File: config.mk
export PLATFORM = sky130hd
export DESIGN_NAME = array_priority_queue
export DESIGN_NICKNAME = d
export VERILOG_FILES = /design/src/rtl/apq_pkg.sv /design/src/rtl/array_priority_queue.sv
export SDC_FILE = /design/constraint.sdc
export NUM_CORES = 1
export LEC_CHECK = 0
export ABC_AREA = 1
export ABC_CLOCK_PERIOD_IN_PS = 11160
export BUFFER_PORTS_ARGS = -buffer_cell sky130_fd_sc_hd__buf_2
export CAP_MARGIN = 5
export CORE_MARGIN = 2
export CORE_UTILIZATION = 30
export DETAILED_ROUTE_END_ITERATION = 10
export PLACE_DENSITY = 0.47
export SETUP_SLACK_MARGIN = 0.4
export SKIP_LAST_GASP = 1
export SYNTH_ARGS = -nofsm -noshare
export SYNTH_HDL_FRONTEND = slang
export SYNTH_SLANG_ARGS = --single-unit
File: constraint.sdc
create_clock -name aclk -period 11.16 [get_ports aclk]
set_input_delay 1.116 -clock aclk [delete_from_list [all_inputs] [get_ports aclk]]
set_output_delay 1.116 -clock aclk [all_outputs]
set_load 0.03 [all_outputs]
File: src/rtl/apq_pkg.sv
// ----------------------------------------------------------------------------
// Array priority queue package
// Operation codes, status codes and the sequencer state type shared by the
// priority queue RTL.
// ----------------------------------------------------------------------------
package apq_pkg;

    localparam int DATA_W    = 32;
    localparam int HELD_W    = 5;
    localparam int OPCODE_W  = 2;
    localparam int STATUS_W  = 2;

    localparam logic [OPCODE_W-1:0] OP_PUSH = 2'd0;
    localparam logic [OPCODE_W-1:0] OP_POP  = 2'd1;
    localparam logic [OPCODE_W-1:0] OP_PEEK = 2'd2;

    localparam logic [STATUS_W-1:0] ST_OK    = 2'd0;
    localparam logic [STATUS_W-1:0] ST_FULL  = 2'd1;
    localparam logic [STATUS_W-1:0] ST_EMPTY = 2'd2;

    typedef enum logic [1:0] {
        S_IDLE,
        S_SCAN,
        S_SHIFT,
        S_RESP
    } state_t;

endpackage

File: src/rtl/array_priority_queue.sv
// ----------------------------------------------------------------------------
// Array priority queue
// Bounded priority queue held as an unsorted array in arrival order, with
// push, pop-highest and peek-highest operations and one result beat each.
// ----------------------------------------------------------------------------
// One operation is taken at a time and every operation returns one result
// beat. A push or an operation on an empty queue goes straight from the input
// beat to the result state. A peek scans the held entries through the single
// read port of the entry memory, one entry a cycle. A pop runs the same scan
// and then moves every later entry down one slot through the same read and
// write ports, one entry a cycle; the move is skipped when the selected entry
// is the last one held. The input channel opens again once the result sits in
// the output register, so a new operation can start while the previous result
// waits to be taken. Priorities are signed; among equal priorities the
// earliest entry is selected.
// ----------------------------------------------------------------------------
module array_priority_queue #(
    parameter int CAPACITY = 16
) (
    input  logic                                 aclk,
    input  logic                                 aresetn,

    input  logic                                 s_valid,
    output logic                                 s_ready,
    input  logic        [apq_pkg::OPCODE_W-1:0]  s_opcode,
    input  logic signed [apq_pkg::DATA_W-1:0]    s_item_data,
    input  logic signed [apq_pkg::DATA_W-1:0]    s_item_priority,

    output logic                                 m_valid,
    input  logic                                 m_ready,
    output logic        [apq_pkg::STATUS_W-1:0]  m_status,
    output logic signed [apq_pkg::DATA_W-1:0]    m_out_data,
    output logic signed [apq_pkg::DATA_W-1:0]    m_out_priority,
    output logic        [apq_pkg::HELD_W-1:0]    m_entries_held,
    output logic                                 m_is_full
);

    localparam int IW = (CAPACITY > 1) ? $clog2(CAPACITY) : 1;
    localparam int CW = $clog2(CAPACITY + 1);
    localparam int DW = apq_pkg::DATA_W;
    localparam int MW = 2 * DW;

    logic [MW-1:0] entry_mem [CAPACITY];

    apq_pkg::state_t state_reg, state_next;

    logic [CW-1:0]                   occ_reg, occ_next;
    logic [CW-1:0]                   idx_reg, idx_next;
    logic                            pend_reg, pend_next;
    logic [CW-1:0]                   pend_idx_reg, pend_idx_next;
    logic [CW-1:0]                   best_idx_reg, best_idx_next;
    logic signed [DW-1:0]            best_pri_reg, best_pri_next;
    logic signed [DW-1:0]            best_dat_reg, best_dat_next;
    logic                            pop_reg, pop_next;
    logic [apq_pkg::STATUS_W-1:0]    status_reg, status_next;
    logic [MW-1:0]                   rd_data_reg;

    logic                            m_valid_reg, m_valid_next;
    logic [apq_pkg::STATUS_W-1:0]    m_status_reg, m_status_next;
    logic signed [DW-1:0]            m_data_reg, m_data_next;
    logic signed [DW-1:0]            m_pri_reg, m_pri_next;
    logic [apq_pkg::HELD_W-1:0]      m_held_reg, m_held_next;
    logic                            m_full_reg, m_full_next;

    logic                            mem_we;
    logic [IW-1:0]                   mem_wa;
    logic [MW-1:0]                   mem_wd;

    logic                            acc;
    logic                            out_free;
    logic                            issue;
    logic                            take;
    logic                            last_beat;
    logic                            tail_sel;
    logic                            push_ok;
    logic [CW-1:0]                   occ_last;
    logic [CW-1:0]                   sel_idx;
    logic signed [DW-1:0]            cand_pri;
    logic signed [DW-1:0]            cand_dat;
    logic [CW+apq_pkg::HELD_W-1:0]   occ_wide;

    assign s_ready  = (state_reg == apq_pkg::S_IDLE);
    assign acc      = s_valid && s_ready;
    assign out_free = !m_valid_reg || m_ready;

    assign occ_last  = occ_reg - CW'(1);
    assign issue     = (idx_reg < occ_reg);
    assign cand_pri  = rd_data_reg[DW-1:0];
    assign cand_dat  = rd_data_reg[MW-1:DW];
    assign take      = pend_reg && ((pend_idx_reg == '0) || (cand_pri > best_pri_reg));
    assign sel_idx   = take ? pend_idx_reg : best_idx_reg;
    assign last_beat = pend_reg && (pend_idx_reg == occ_last);
    assign tail_sel  = (sel_idx == occ_last);
    assign push_ok   = (occ_reg < CW'(CAPACITY));
    assign occ_wide  = {{apq_pkg::HELD_W{1'b0}}, occ_reg};

    // Next state.
    always_comb begin
        state_next = state_reg;
        unique case (state_reg)
            apq_pkg::S_IDLE: begin
                if (acc) begin
                    if (((s_opcode == apq_pkg::OP_POP) || (s_opcode == apq_pkg::OP_PEEK))
                        && (occ_reg != '0)) begin
                        state_next = apq_pkg::S_SCAN;
                    end else begin
                        state_next = apq_pkg::S_RESP;
                    end
                end
            end
            apq_pkg::S_SCAN: begin
                if (last_beat) begin
                    state_next = (pop_reg && !tail_sel) ? apq_pkg::S_SHIFT : apq_pkg::S_RESP;
                end
            end
            apq_pkg::S_SHIFT: begin
                if (last_beat) begin
                    state_next = apq_pkg::S_RESP;
                end
            end
            apq_pkg::S_RESP: begin
                if (out_free) begin
                    state_next = apq_pkg::S_IDLE;
                end
            end
            default: state_next = apq_pkg::S_IDLE;
        endcase
    end

    // Datapath and outputs.
    always_comb begin
        occ_next      = occ_reg;
        idx_next      = idx_reg;
        pend_next     = pend_reg;
        pend_idx_next = pend_idx_reg;
        best_idx_next = best_idx_reg;
        best_pri_next = best_pri_reg;
        best_dat_next = best_dat_reg;
        pop_next      = pop_reg;
        status_next   = status_reg;
        mem_we        = 1'b0;
        mem_wa        = pend_idx_reg[IW-1:0] - IW'(1);
        mem_wd        = rd_data_reg;
        m_valid_next  = m_valid_reg && !m_ready;
        m_status_next = m_status_reg;
        m_data_next   = m_data_reg;
        m_pri_next    = m_pri_reg;
        m_held_next   = m_held_reg;
        m_full_next   = m_full_reg;

        unique case (state_reg)
            apq_pkg::S_IDLE: begin
                if (acc) begin
                    idx_next      = '0;
                    pend_next     = 1'b0;
                    best_pri_next = '0;
                    best_dat_next = '0;
                    pop_next      = (s_opcode == apq_pkg::OP_POP);
                    status_next   = apq_pkg::ST_OK;
                    unique case (s_opcode)
                        apq_pkg::OP_PUSH: begin
                            if (push_ok) begin
                                mem_we   = 1'b1;
                                mem_wa   = occ_reg[IW-1:0];
                                mem_wd   = {s_item_data, s_item_priority};
                                occ_next = occ_reg + CW'(1);
                            end else begin
                                status_next = apq_pkg::ST_FULL;
                            end
                        end
                        apq_pkg::OP_POP, apq_pkg::OP_PEEK: begin
                            if (occ_reg == '0) begin
                                status_next = apq_pkg::ST_EMPTY;
                            end
                        end
                        default: status_next = apq_pkg::ST_OK;
                    endcase
                end
            end
            apq_pkg::S_SCAN: begin
                pend_next     = issue;
                pend_idx_next = idx_reg;
                if (issue) begin
                    idx_next = idx_reg + CW'(1);
                end
                if (take) begin
                    best_idx_next = pend_idx_reg;
                    best_pri_next = cand_pri;
                    best_dat_next = cand_dat;
                end
                if (last_beat && pop_reg) begin
                    if (tail_sel) begin
                        occ_next = occ_last;
                    end else begin
                        idx_next  = sel_idx + CW'(1);
                        pend_next = 1'b0;
                    end
                end
            end
            apq_pkg::S_SHIFT: begin
                pend_next     = issue;
                pend_idx_next = idx_reg;
                if (issue) begin
                    idx_next = idx_reg + CW'(1);
                end
                if (pend_reg) begin
                    mem_we = 1'b1;
                end
                if (last_beat) begin
                    occ_next = occ_last;
                end
            end
            apq_pkg::S_RESP: begin
                if (out_free) begin
                    m_valid_next  = 1'b1;
                    m_status_next = status_reg;
                    m_data_next   = best_dat_reg;
                    m_pri_next    = best_pri_reg;
                    m_held_next   = occ_wide[apq_pkg::HELD_W-1:0];
                    m_full_next   = (occ_reg == CW'(CAPACITY));
                end
            end
            default: begin
                pend_next = 1'b0;
            end
        endcase
    end

    always_ff @(posedge aclk) begin
        if (!aresetn) begin
            state_reg   <= apq_pkg::S_IDLE;
            occ_reg     <= '0;
            pend_reg    <= 1'b0;
            m_valid_reg <= 1'b0;
        end else begin
            state_reg   <= state_next;
            occ_reg     <= occ_next;
            pend_reg    <= pend_next;
            m_valid_reg <= m_valid_next;
        end
    end

    always_ff @(posedge aclk) begin
        idx_reg      <= idx_next;
        pend_idx_reg <= pend_idx_next;
        best_idx_reg <= best_idx_next;
        best_pri_reg <= best_pri_next;
        best_dat_reg <= best_dat_next;
        pop_reg      <= pop_next;
        status_reg   <= status_next;
        m_status_reg <= m_status_next;
        m_data_reg   <= m_data_next;
        m_pri_reg    <= m_pri_next;
        m_held_reg   <= m_held_next;
        m_full_reg   <= m_full_next;
    end

    always_ff @(posedge aclk) begin
        if (mem_we) begin
            entry_mem[mem_wa] <= mem_wd;
        end
        rd_data_reg <= entry_mem[idx_reg[IW-1:0]];
    end

    assign m_valid        = m_valid_reg;
    assign m_status       = m_status_reg;
    assign m_out_data     = m_data_reg;
    assign m_out_priority = m_pri_reg;
    assign m_entries_held = m_held_reg;
    assign m_is_full      = m_full_reg;

`ifndef SYNTHESIS
    a_occ_bound: assert property (@(posedge aclk) disable iff (!aresetn)
        occ_reg <= CW'(CAPACITY))
        else $error("Entry count exceeds capacity.");

    a_write_in_range: assert property (@(posedge aclk) disable iff (!aresetn)
        mem_we |-> (CW'(mem_wa) <= occ_reg))
        else $error("Entry write outside the held range.");

    a_empty_count: assert property (@(posedge aclk) disable iff (!aresetn)
        (m_valid && (m_status == apq_pkg::ST_EMPTY)) |-> (m_entries_held == '0))
        else $error("Empty status reported with entries held.");

    a_full_not_empty: assert property (@(posedge aclk) disable iff (!aresetn)
        (m_valid && m_is_full) |-> (m_status != apq_pkg::ST_EMPTY))
        else $error("Full queue reported as empty.");
`endif

endmodule

==> impl_summary.txt <==
----------------------------------------------------
[Floorplanning]
  Starting utilization of the core area ... 30.11%
  Overall die height ... 407.5 um
  Die ar. ... 0.1660 sq mm
  Core outline area ... 0.1622 sq mm
  Site row count ... 148
  IO Count ... 144
  Horizontal die dimension ... 407.5 um

[Global route]
  Antenna violations before repair ... 3
  Pin count of the biggest net entering global routing ... 172
  Vias in the first global route ... 29,182
  Global-route wire length before repair ... 197.8 mm
  Gr usage total ... 15.76%
  Overflow after GRT ... 0

[Cells and area]
  Area added between synthesis and finish ... 15.70%
  Final nets ... 3,868
  Number of flip-flops in the largest register ... 1,024
  Final cell area excluding filler cells ... 0.05651 sq mm
  Number of antenna repair diodes ... 0
  Fraction of final layout cells sized beyond drive strength 1 ... 13.09%

[Drt]
  Number of detailed-routing iterations run before antenna repair ... 7
  Vias per cell ... 4.865
  Routed vias ... 29,355
  Number of DRC violations after detailed-routing iteration 0 ... 2,147
  Final routed wire length divided by cell count ... 21.93 um
  Antenna-violating nets left ... 0
  Number of remaining DRC errors ... 0
  Total wirelength of the detailed-routed design ... 132.3 mm

[Clock network]
  Clock Tree Root ... clkbuf_16
  Clock slew seen by the registers of the worst setup and hold paths ... 0.06 ns
  Number of buffers inserted to repair setup after CTS ... 0
  Number of clock sinks seen by CTS ... 1,251
  CTS buffer count ... 141
  Buffer levels on the longest clock path ... 3
  # hold bufs at CTS ... 0
  Total of cells resized after clock tree synthesis ... 0
  Number of levels in the clock H-tree ... 4
  TritonCTS clock tree ... yes
  Insertion delay of the later-clocked pin in the worst-skew pair ... 0.78 ns

[STA]
  RSZ-0062 raised after global routing ... no
  Count of final hold-check violations ... 0
  Setup violations, final ... 0
  Max Transition Viols Final ... 0
  Final total negative setup slack ... 0 ns
  Slew HR ... 19.14%
  FMAX ... 217.7 MHz
  Share of the cycle needed by the critical path after routing ... 41.16%
  Final critical delay including setup and external delays ... 4.594 ns
  Transition time of the tightest slew-check pin ... 1.213 ns
  Worst hold slack after final layout ... 0.4170 ns
  Worst clock skew on the final layout ... 0.02957 ns

[Critical path]
  Setup CP Type ... reg2reg
  Data required, critical path ... 11.54 ns
  CP max FO ... 44
  Startpoint class of the critical path ... flip-flop
  Element type at the critical path end ... flip-flop
  Arrival time at the worst endpoint ... 4.98 ns

[Power]
  Share of total power in sequential cells ... 42.2%
  Highest ir drop seen on vdd ... 0.1841 mV
  Fraction of power spent switching nets ... 35.13%
  Net Switching ... 5.435 mW
  Combinational share of power ... 28.3%
  Clock group share of total power ... 29.6%
  Pwr dens ... 273.8 mW/mm^2
  Leak pwr ... 19.14 nW
  Internal Dissipation ... 10.04 mW

[Placement]
  Weighted congestion at the end of routability-driven global placement ... 0.7515
  Half-perimeter wire length of the detailed placement result ... 72.15 mm
  Count of input and output buffers ... 143
  Area after detailed placement ... 0.05196 sq mm

[Min path]
  Hold crit path type ... reg2reg

[Synthesis]
  Top cells by area in the synthesized netlist ... edfxtp_1, o21ai_0, nor2_1
  Post-synth top flop ... edfxtp_1
  Distinct cells, synth ... 40
  Synthesized area per cell ... 13.42 sq um
  Fraction of post-synthesis cell area in the top cell type by area ... 72.43%
  Share of flip-flops with an asynchronous set or reset ... 0%
  Sequential fraction of the synthesis area ... 75.42%
  Gate Count Post-Synth ... 3,640
  YS warnings ... 0
  Post-Syn Nets ... 3,760
  EDFF count, synth ... 1,178
  Cell area after technology mapping ... 0.04884 sq mm
  Register bit total from synthesis ... 1,251
  Biggest area consumer among synthesized cells ... edfxtp_1

[Job]
  Number of maximum-capacitance constraint violations ... 0

[Outcome]
  Status ... completed

----------------------------------------------------
[cells in the mapped netlist, types with 5 or more instances]
cell	count
nand3_1	141
dfxtp_1	73
nand2_1	303
nand2_2	5
nor2_1	557
clkbuf_1	208
a21oi_1	29
mux2_2	63
ha_1	50
nand4_1	12
o22ai_1	155
o211ai_1	26
o21ai_0	522
edfxtp_1	1178
or2_2	5
xor2_1	9
o221ai_1	102
inv_1	156
buf_1	10
[final timing paths]
kind | from | end | slack (ns) | depth (start not counted)
min reg2reg | best_dat_reg[27] | m_out_data[27] | 0.42 | 0
max | state_reg[0] | entry_mem[12][52] | 6.57 | 10
min | best_dat_reg[27] | m_out_data[27] | 0.42 | 0
max reg2reg | state_reg[0] | entry_mem[12][52] | 6.57 | 10
[placed cells by master (no fill, tap or decap), types with 26 or more instances in the layout]
cell type | synthesis | final
o221ai_1 | 102 | 102
clkbuf_16 | 0 | 144
nor2_1 | 557 | 540
nand3_1 | 141 | 141
o211ai_1 | 26 | 26
clkinv_2 | 0 | 32
dfxtp_1 | 73 | 73
inv_1 | 156 | 152
buf_4 | 0 | 43
clkbuf_1 | 208 | 29
nand2_1 | 303 | 302
mux2_2 | 63 | 63
o21ai_0 | 522 | 522
ha_1 | 50 | 49
o22ai_1 | 155 | 155
edfxtp_1 | 1178 | 1178
a21oi_1 | 29 | 27
buf_2 | 3 | 143
[cell type report]
type,instances,area (sq um)
Fill cell,15960,105700
Sequential cell,1251,36840
Multi-Input combinational cell,2009,10740
Clock buffer,181,3822
Tap cell,2175,2721
Timing Repair Buffer,187,1059
Clock inverter,73,726.9
Inverter,158,608.1
[layer usage]
metal	track usage [%]	vias up	routed length (um)
met2	25.64	621	62590
met5	0	-	7
li1	-	13637	-
met1	22.08	14962	62120
met4	3.755	2	2215
met3	2.461	133	5386
[stage by stage]
step | power, mW | instances | utilization [%] | worst slack, ns
final | 15.47 | 6034 | 34.84 | 6.566
after global routing | 16.33 | 6034 | 34.84 | 6.245
after CTS | 15.71 | 6034 | 34.84 | 6.503
after detailed placement | 11.10 | 5780 | 32.03 | 5.800
after global placement | 11.08 | 5780 | 32.03 | 5.795
after floorplan | 9.309 | 3640 | - | 5.813
[cell families after synthesis]
logic type | share of synthesized area, %
compound gates | 10.08
xor+xnor | 0.2152
fa+ha+maj | 1.281
buf+inv | 2.944
flops | 75.42
mux | 1.453
simple gates | 8.603
[critical path: stages (launching register included)]
cell and delay, ns:
dfxtp_1 0.45, inv_1 0.12, ha_1 0.26, nand2_1 0.07, inv_1 0.11, nand2_4 0.56, o21ai_0 0.30, inv_1 0.13
nand3_1 0.33, nor2_4 0.97, buf_4 0.81
[power by group through the flow]
stage          logic, mW  clock network, mW  registers, mW
4_1_cts             4.48               4.69           6.53
5_1_grt             4.88               4.86           6.58
6_report            4.37               4.58           6.52
3_5_place_dp        4.47                  0           6.63
3_3_place_gp        4.46                  0           6.63
2_1_floorplan       2.69                  0           6.62
Note: power is estimated with default switching activity, not from simulation.
